--- config.mk ---
export PLATFORM = sky130hd
export DESIGN_NAME = double_ended_queue_with_dump
export DESIGN_NICKNAME = d
export VERILOG_FILES = /design/src/deq_pkg.sv /design/src/deq_ram.sv /design/src/double_ended_queue_with_dump.sv
export VERILOG_INCLUDE_DIRS = /design/src /design/src/src
export SDC_FILE = /design/constraint.sdc
export NUM_CORES = 2
export LEC_CHECK = 0
export BUFFER_PORTS_ARGS = -buffer_cell sky130_fd_sc_hd__clkbuf_2
export CORE_AREA = 2 2 368 370
export DETAILED_ROUTE_END_ITERATION = 16
export DIE_AREA = 0 0 370 372
export PLACE_DENSITY = 0.75
export SETUP_SLACK_MARGIN = 0.02
export SLEW_MARGIN = 20
export SYNTH_ARGS = -nofsm -noshare
export SYNTH_HDL_FRONTEND = slang
export SYNTH_HIERARCHICAL = 1
export SYNTH_SLANG_ARGS = --single-unit
export TNS_END_PERCENT = 30
--- constraint.sdc ---
create_clock -name clock -period 9.19 [get_ports clock]
set_input_delay 0.919 -clock clock [delete_from_list [all_inputs] [get_ports clock]]
set_output_delay 0.919 -clock clock [all_outputs]
set_load 0.02 [all_outputs]
--- src/assert_macros.svh ---
// Assertion helpers
`ifndef ASSERT_MACROS_SVH
`define ASSERT_MACROS_SVH

// Same-cycle implication
`define ASSERT_IMP(label, clk, rst, ante, cons) \
   label: assert property (@(posedge clk) disable iff (rst) (ante) |-> (cons)) \
      else $error("assertion failed");

// Next-cycle implication
`define ASSERT_NXT(label, clk, rst, ante, cons) \
   label: assert property (@(posedge clk) disable iff (rst) (ante) |=> (cons)) \
      else $error("assertion failed");

`endif

--- src/deq_pkg.sv ---
package deq_pkg;

   localparam int DEPTH      = 64;
   localparam int DATA_WIDTH = 32;
   localparam int ADDR_W     = (DEPTH > 1) ? $clog2(DEPTH) : 1;
   localparam int CNT_W      = $clog2(DEPTH + 1);

   typedef enum logic [1:0] {
      MODE_PUSH_BACK  = 2'd0,
      MODE_PUSH_FRONT = 2'd1,
      MODE_POP_FRONT  = 2'd2,
      MODE_POP_BACK   = 2'd3
   } mode_type;

   typedef enum logic [1:0] {
      ST_OK        = 2'd0,
      ST_UNDERFLOW = 2'd1,
      ST_OVERFLOW  = 2'd2
   } status_type;

   typedef struct packed {
      mode_type           mode;
      logic signed [31:0] value;
   } req_type;

   typedef struct packed {
      status_type         status;
      logic               has_element;
      logic signed [31:0] element;
      logic               last;
   } rsp_type;

   // ring index: base + offset, wrapped at DEPTH (offset <= DEPTH)
   function automatic logic [ADDR_W-1:0] slot_add(input logic [ADDR_W-1:0] base,
                                                  input logic [CNT_W-1:0]  offset);
      logic [CNT_W:0] sum;
      sum = (CNT_W + 1)'(base) + (CNT_W + 1)'(offset);
      if (sum >= (CNT_W + 1)'(DEPTH)) begin
         sum = sum - (CNT_W + 1)'(DEPTH);
      end
      return ADDR_W'(sum);
   endfunction

   function automatic logic [DATA_WIDTH-1:0] to_word(input logic signed [31:0] v);
      return DATA_WIDTH'(v);
   endfunction

   function automatic logic signed [31:0] from_word(input logic [DATA_WIDTH-1:0] w);
      return 32'(signed'(w));
   endfunction

endpackage

--- src/deq_ram.sv ---
module deq_ram #(
   parameter int WIDTH = 32,
   parameter int DEPTH = 64
) (
   input  logic                                      clock,
   input  logic                                      wr_en,
   input  logic [((DEPTH > 1) ? $clog2(DEPTH) : 1)-1:0] wr_addr,
   input  logic [WIDTH-1:0]                          wr_data,
   input  logic [((DEPTH > 1) ? $clog2(DEPTH) : 1)-1:0] rd_addr,
   output logic [WIDTH-1:0]                          rd_data
);

   logic [WIDTH-1:0] mem [DEPTH];

   always_ff @(posedge clock) begin
      if (wr_en) begin
         mem[wr_addr] <= wr_data;
      end
      rd_data <= mem[rd_addr];
   end

endmodule

--- src/double_ended_queue_with_dump.sv ---
// Channel   Ports                           Direction  Transaction when
// request   start, busy, req_data           in         start && !busy
// response  rsp_strobe, rsp_data            out        rsp_strobe (one cycle)
//
// After its acceptance a command returns one response per queue entry (one when
// the queue ends empty); busy stays high throughout.
// The queue update and its store write happen at the accepting edge; the dump
// then reads one entry per cycle through the RAM's single registered read port.
// Reset (synchronous) empties the queue; stored words are not cleared.
// Responses cannot be stalled.
`include "assert_macros.svh"

module double_ended_queue_with_dump
   import deq_pkg::*;
(
   input  logic    clock,
   input  logic    reset,
   input  logic    start,
   output logic    busy,
   input  req_type req_data,
   output logic    rsp_strobe,
   output rsp_type rsp_data
);

   typedef enum logic [2:0] {
      S_IDLE  = 3'b001,
      S_DUMP  = 3'b010,
      S_DRAIN = 3'b100
   } state_type;

   state_type         state_ff, state_in;
   logic [ADDR_W-1:0] front_ff, front_in;
   logic [CNT_W-1:0]  occ_ff, occ_in;
   status_type        status_ff, status_in;
   logic [ADDR_W-1:0] idx_ff, idx_in;
   logic              pend_ff, pend_in;
   logic              pend_elem_ff, pend_elem_in;
   logic              pend_last_ff, pend_last_in;

   logic                  accept;
   logic                  full;
   logic                  empty;
   logic                  ram_we;
   logic [ADDR_W-1:0]     ram_waddr;
   logic [ADDR_W-1:0]     ram_raddr;
   logic [DATA_WIDTH-1:0] ram_rdata;
   logic                  idx_last;

   assign accept   = start && (state_ff == S_IDLE);
   assign full     = (occ_ff == CNT_W'(DEPTH));
   assign empty    = (occ_ff == '0);
   assign idx_last = ((CNT_W'(idx_ff) + CNT_W'(1)) == occ_ff);
   assign ram_raddr = slot_add(front_ff, CNT_W'(idx_ff));

   always_comb begin
      front_in  = front_ff;
      occ_in    = occ_ff;
      status_in = status_ff;
      ram_we    = 1'b0;
      ram_waddr = slot_add(front_ff, occ_ff);
      if (accept) begin
         status_in = ST_OK;
         unique case (req_data.mode)
            MODE_PUSH_BACK: begin
               if (full) begin
                  status_in = ST_OVERFLOW;
               end else begin
                  ram_we = 1'b1;
                  occ_in = occ_ff + CNT_W'(1);
               end
            end
            MODE_PUSH_FRONT: begin
               ram_waddr = (front_ff == '0) ? ADDR_W'(DEPTH - 1) : front_ff - ADDR_W'(1);
               if (full) begin
                  status_in = ST_OVERFLOW;
               end else begin
                  ram_we   = 1'b1;
                  front_in = ram_waddr;
                  occ_in   = occ_ff + CNT_W'(1);
               end
            end
            MODE_POP_FRONT: begin
               if (empty) begin
                  status_in = ST_UNDERFLOW;
               end else begin
                  front_in = slot_add(front_ff, CNT_W'(1));
                  occ_in   = occ_ff - CNT_W'(1);
               end
            end
            MODE_POP_BACK: begin
               if (empty) begin
                  status_in = ST_UNDERFLOW;
               end else begin
                  occ_in = occ_ff - CNT_W'(1);
               end
            end
            default: begin
               status_in = ST_OK;
            end
         endcase
      end
   end

   always_comb begin
      state_in     = state_ff;
      idx_in       = idx_ff;
      pend_in      = 1'b0;
      pend_elem_in = pend_elem_ff;
      pend_last_in = pend_last_ff;
      unique case (state_ff)
         S_IDLE: begin
            idx_in = '0;
            if (accept) begin
               state_in = S_DUMP;
            end
         end
         S_DUMP: begin
            pend_in = 1'b1;
            if (empty) begin
               pend_elem_in = 1'b0;
               pend_last_in = 1'b1;
               state_in     = S_DRAIN;
            end else begin
               pend_elem_in = 1'b1;
               pend_last_in = idx_last;
               idx_in       = idx_ff + ADDR_W'(1);
               if (idx_last) begin
                  state_in = S_DRAIN;
               end
            end
         end
         S_DRAIN: begin
            state_in = S_IDLE;
         end
         default: begin
            state_in = S_IDLE;
         end
      endcase
   end

   always_ff @(posedge clock) begin
      if (reset) begin
         state_ff  <= S_IDLE;
         front_ff  <= '0;
         occ_ff    <= '0;
         status_ff <= ST_OK;
         idx_ff    <= '0;
         pend_ff   <= 1'b0;
      end else begin
         state_ff  <= state_in;
         front_ff  <= front_in;
         occ_ff    <= occ_in;
         status_ff <= status_in;
         idx_ff    <= idx_in;
         pend_ff   <= pend_in;
      end
      pend_elem_ff <= pend_elem_in;
      pend_last_ff <= pend_last_in;
   end

   deq_ram #(
      .WIDTH (DATA_WIDTH),
      .DEPTH (DEPTH)
   ) u_store (
      .clock   (clock),
      .wr_en   (ram_we),
      .wr_addr (ram_waddr),
      .wr_data (to_word(req_data.value)),
      .rd_addr (ram_raddr),
      .rd_data (ram_rdata)
   );

   assign busy                 = (state_ff != S_IDLE);
   assign rsp_strobe           = pend_ff;
   assign rsp_data.status      = status_ff;
   assign rsp_data.has_element = pend_elem_ff;
   assign rsp_data.element     = pend_elem_ff ? from_word(ram_rdata) : 32'sd0;
   assign rsp_data.last        = pend_last_ff;

   `ASSERT_IMP(a_occ_bound, clock, reset, 1'b1, occ_ff <= CNT_W'(DEPTH))
   `ASSERT_IMP(a_strobe_busy, clock, reset, rsp_strobe, busy)
   `ASSERT_NXT(a_accept_quiet, clock, reset, start && !busy, !rsp_strobe && busy)
   `ASSERT_NXT(a_last_ends, clock, reset, rsp_strobe && rsp_data.last, !rsp_strobe && !busy)
   `ASSERT_IMP(a_empty_last, clock, reset, rsp_strobe && !rsp_data.has_element,
               rsp_data.last && empty)

endmodule
==> flow_results.org <==
** Route
- Routed length per placed instance :: 33.2 um
- Summing over every cut layer, the via total after detailed routing is 39100.
- DRC errors left :: 0
- Once detail routing completed, the nets flagged for antenna violations numbered 0.
- Wires add up to 192000 um.
- Detailed router's first-iteration violation count :: 5346
- In the routed layout, each cell is associated on average with a via count of 6.77.
- The pre-antenna-repair detailed-routing pass consisted of 5 iterations.

** Clocking
- Counting the buffers created by CTS gives 198.
- The clock net in this run drives a total of 2107 sinks.
- Clock latency on the worst-skew pair, taken at its later pin, is 0.84 ns.
- The clock passes through at most 3 buffers.
- In this run the number of H-tree levels came out at 4.
- TritonCTS built the clock tree.
- Post-CTS setup-driven buffer insertion count :: 0
- Hold-fix buffer count after cts :: 0
- Clock Root Buffer :: sky130_fd_sc_hd__clkbuf_16
- Post-CTS repair changed the size of 0 cells.
- After clock tree synthesis, the clock-pin slew on the worst setup and hold paths is about 0.060 ns.

** Timing
- The final count of pins violating max slew is 0.
- Hold is met by 0.458 ns.
- Dividing the final minimum period by the clock period gives 52.5%.
- For the pin with the worst max-slew slack, the measured transition is 1.12 ns.
- For the final database, setup skew stands at 0.0459 ns.
- Summed over all failing endpoints, the final setup total negative slack is 0 ns.
- Headroom to the max-slew limit came out at between 20 and 30%.
- Number of failing setup endpoints in the final timing report :: 0
- Min Tclk post-route :: about 4.8 ns
- Final-report hold violation count :: 0
- Max Fclk :: roughly 0.21 GHz
- Setup repair after global routing left no endpoint under its margin.

** Final layout
- Total of fill cells in the finished design :: ~8000
- Synthesis-to-finish area growth :: 11.8%
- Final layout net count :: around 3900
- Number of antenna repair diodes :: 0
- Share of post-route cells with drive strength above 1 :: roughly 28%
- With fillers left out, the area of the finished cells amounts to 0.0906 mm^2.

** Global routing
- Global routing used 28.5% of the available tracks across all layers.
- The layer flagged by global routing as most heavily used is met2.
- Leftover overflow at the end of global routing :: 0
- Via count of the first global-routing pass :: 39400
- Met2 usage in global routing :: 46.1%
- Maximum number of pins on one net before global-route repair :: 115
- Initial antenna violation count :: 13
- Global Route met1 Usage :: 40.2%
- For this run, global-route usage on met3 was measured as about 6.0%.
- The first global-routing pass estimated ~280000 um of wire.

** Logic synthesis
- After synthesis, the netlist uses 69 different library cells.
- After synthesis, flip-flops and latches occupy 77.4% of the total area.
- The Yosys step of the flow raised 6 warnings.
- Fraction of the mapped netlist area in compound gates :: 2.31%
- Counting flops and latches in the post-synthesis netlist gives approximately 2100.
- By area, the combinational part of the netlist is dominated by multiplexers.
- Post-Syn Area per Cell :: 22.3 um^2
- Fraction of synthesis flops using an asynchronous set or reset pin :: 0%
- Multiplexer area fraction after synthesis :: 16.3%
- Synthesis produced 3640 cells.
- After Yosys synthesis, XOR and XNOR cells account for less than 1% of the synthesized area.
- In this run, synthesis inferred 2050 flip-flops with an integrated enable.
- Of the total synthesized cell area, the portion taken by full adders, half adders and majority gates is 0.368%.
- Among all flip-flop cells after synthesis, the most frequent one is sky130_fd_sc_hd__edfxtp_1.
- When the netlist entered floorplanning its net count stood at approximately 3700.
- Simple-Gate Fraction of Synth Area :: 2.07%
- The synthesized netlist occupies a cell area of 0.0810 mm^2.

** Placement
- Post-detail-place hpwl :: 102000 um
- Final weighted congestion of routability-driven global placement :: 0.827
- After detailed placement, the total cell area comes to 0.0843 mm^2.
- Buffers on Ports :: 74

** Power
- For this design the ratio of total power to cell area is 234 mW/mm^2.
- IR analysis of the VDD net gives a maximum drop of 0.223 mV.
- For this design the static power due to leakage is 27.6 nW.
- Total Power Consumption :: 0.0212 W

** Critical path
- The number of cells on the worst reg-to-reg path is 9.
- Maximum single-stage delay on the critical path :: 0.61 ns
- Walking the worst path, the cells encountered are inv_1, fa_1, inv_8, buf_12, nand3b_1, o221ai_1, a21oi_1, a21oi_1, nor2_1.
- The slowest stage of the critical path is the sky130_fd_sc_hd__buf_12 cell.
- CP required :: 9.88 ns
- Type of the worst setup path :: reg2reg
- Highest fanout seen on the critical path :: roughly 110
- The most numerous cell type found on the critical path is sky130_fd_sc_hd__a21oi_1.
- Nature of the critical path endpoint :: flop
- STA classifies the critical path startpoint as a flop.
- STA puts the critical path data arrival time at 5.52 ns.

** Die
- Floorplan Core Area :: around 0.13 mm^2
- During I/O placement, the number of pins put on the boundary was 75.
- Die Span Y :: 372 um
- Row generation in the floorplan step produced 135 rows.
- Area of the die :: between 0.1 and 0.15 mm^2
- Die Span X :: 370 um
- Once the floorplan was initialized, standard cells occupied between 60% and 70% of the core.

** Run
- Max Cap Viol :: 0

** Min path
- Min-Delay Path Depth :: 2
- The path class of the tightest hold or removal check is reg2reg.

** Run status
- Run status :: finished clean
cell type report:
type	count	area (um^2)	share of cell area (%)
sequential	2107	62700	69.2
multi-input combinational	1319	17800	19.7
clock buffer	277	5480	6.05
tap	1781	2230	2.46
timing repair buffer	201	1480	1.64
clock inverter	87	838	0.925
inverter	13	56.3	0.0621
critical path, delay by kind of cell, from the launching register on:
kind / cells / cell delay, ns
buffers and inverters: 3 / 1.29
flip-flops: 1 / 0.54
AO/OA/AOI/OAI: 3 / 1.25
AND/OR/NAND/NOR: 2 / 0.64
adder cells (fa/ha/maj): 1 / 0.59
cell usage after synthesis (12+ instances only):
| library cell | n | area [um^2] |
|---|---|---|
| sky130_fd_sc_hd__nand2_1 | 42 | 158 |
| sky130_fd_sc_hd__clkbuf_1 | 88 | 330 |
| sky130_fd_sc_hd__mux2i_1 | 97 | 971 |
| sky130_fd_sc_hd__nor2b_1 | 19 | 119 |
| sky130_fd_sc_hd__a21oi_1 | 83 | 415 |
| sky130_fd_sc_hd__ha_1 | 19 | 238 |
| sky130_fd_sc_hd__mux4_2 | 544 | 12300 |
| sky130_fd_sc_hd__dfxtp_1 | 57 | 1140 |
| sky130_fd_sc_hd__o221ai_1 | 27 | 236 |
| sky130_fd_sc_hd__o21ai_0 | 16 | 80.1 |
| sky130_fd_sc_hd__nor3_1 | 15 | 75.1 |
| sky130_fd_sc_hd__buf_4 | 28 | 210 |
| sky130_fd_sc_hd__and2_1 | 40 | 250 |
| sky130_fd_sc_hd__a22oi_1 | 13 | 97.6 |
| sky130_fd_sc_hd__nor2_1 | 163 | 612 |
| sky130_fd_sc_hd__edfxtp_1 | 2050 | 61600 |
| sky130_fd_sc_hd__nand3_1 | 13 | 65.1 |
| sky130_fd_sc_hd__buf_2 | 58 | 290 |
| sky130_fd_sc_hd__buf_1 | 21 | 78.8 |
| sky130_fd_sc_hd__xnor2_1 | 18 | 158 |
| sky130_fd_sc_hd__nand2b_1 | 12 | 75.1 |
| sky130_fd_sc_hd__inv_1 | 13 | 48.8 |
| sky130_fd_sc_hd__o22ai_1 | 84 | 526 |
power breakdown:
group / internal (W) / switching [W] / leakage [nW]
Clock: 0.00441 / 0.00350 / 3.06
Combinational: 0.000972 / 0.00150 / 5.62
Sequential: 0.0107 / 0.0000991 / 18.9
Total: 0.0161 / 0.00510 / 27.6
metal layers:
layer / vias to the layer above / routed length, um
li1: 15800 / -
met1: 20600 / 70500
met2: 2471 / 95100
met3: 301 / 21400
met4: 4 / 4800
met5: - / 37
flip-flops by register name, indices dropped and copies added (netlist names), 2 cells and up:
signal / cells
front_ff: 6
idx_ff: 6
u_store/rd_data: 32
state_ff: 3
occ_ff: 7
status_ff: 2
u_store/mem: 2048
kinds of logic (layout without fill, tap and decap cells):
kind of cell / Yosys count / count (layout)
AO/OA/AOI/OAI: 284 / 284
XOR/XNOR: 26 / 26
adder cells (fa/ha/maj): 22 / 22
buffers and inverters: 214 / 578
flip-flops: 2107 / 2107
multiplexers: 642 / 642
AND/OR/NAND/NOR: 345 / 345
final timing paths:
kind,startpoint,endpoint,slack (ns)
setup / recovery,front_ff[1],u_store/rd_data[19],4.36
hold / removal,status_ff[0],status_ff[0],0.46
setup reg to reg,front_ff[1],u_store/rd_data[19],4.36
hold reg to reg,status_ff[0],status_ff[0],0.46
placed cells by master (no fill, tap or decap), types with 6 or more instances in the layout:
cell | netlist | layout
sky130_fd_sc_hd__edfxtp_1 | 2050 | 2050
sky130_fd_sc_hd__mux4_2 | 544 | 544
sky130_fd_sc_hd__clkbuf_16 | 0 | 200
sky130_fd_sc_hd__buf_4 | 28 | 118
sky130_fd_sc_hd__nor2_1 | 163 | 101
sky130_fd_sc_hd__mux2i_1 | 97 | 97
sky130_fd_sc_hd__o22ai_1 | 84 | 84
sky130_fd_sc_hd__a21oi_1 | 83 | 83
sky130_fd_sc_hd__clkbuf_2 | 1 | 71
sky130_fd_sc_hd__nor2_4 | 0 | 62
sky130_fd_sc_hd__clkbuf_1 | 88 | 58
sky130_fd_sc_hd__dfxtp_1 | 57 | 57
sky130_fd_sc_hd__nand2_1 | 42 | 42
sky130_fd_sc_hd__and2_1 | 40 | 40
sky130_fd_sc_hd__clkinv_1 | 0 | 39
sky130_fd_sc_hd__o221ai_1 | 27 | 27
sky130_fd_sc_hd__clkinv_2 | 0 | 23
sky130_fd_sc_hd__nor2b_1 | 19 | 19
sky130_fd_sc_hd__clkbuf_8 | 0 | 19
sky130_fd_sc_hd__ha_1 | 19 | 18
sky130_fd_sc_hd__o21ai_0 | 16 | 15
sky130_fd_sc_hd__xnor2_1 | 18 | 14
sky130_fd_sc_hd__nand3_1 | 13 | 13
sky130_fd_sc_hd__nor3_1 | 15 | 13
sky130_fd_sc_hd__a22oi_1 | 13 | 13
sky130_fd_sc_hd__inv_1 | 13 | 12
sky130_fd_sc_hd__nand2b_1 | 12 | 11
sky130_fd_sc_hd__buf_12 | 0 | 10
sky130_fd_sc_hd__xor2_1 | 8 | 8
sky130_fd_sc_hd__bufinv_16 | 0 | 8
sky130_fd_sc_hd__a21o_1 | 7 | 7
sky130_fd_sc_hd__nand3b_1 | 7 | 7
sky130_fd_sc_hd__a311oi_1 | 8 | 7
sky130_fd_sc_hd__a31oi_1 | 6 | 6
sky130_fd_sc_hd__clkinv_16 | 0 | 6
metrics by stage:
step / setup slack (ns) / util, % / std cells
2_1_floorplan: 4.30 / - / 3640
3_3_place_gp: 3.88 / 62.7 / 5417
3_5_place_dp: 3.85 / 62.7 / 5419
4_1_cts: 4.41 / 67.4 / 5783
5_1_grt: 4.05 / 67.5 / 5785
6_report: 4.36 / 67.5 / 5785
(Power assumes the default switching activity.)
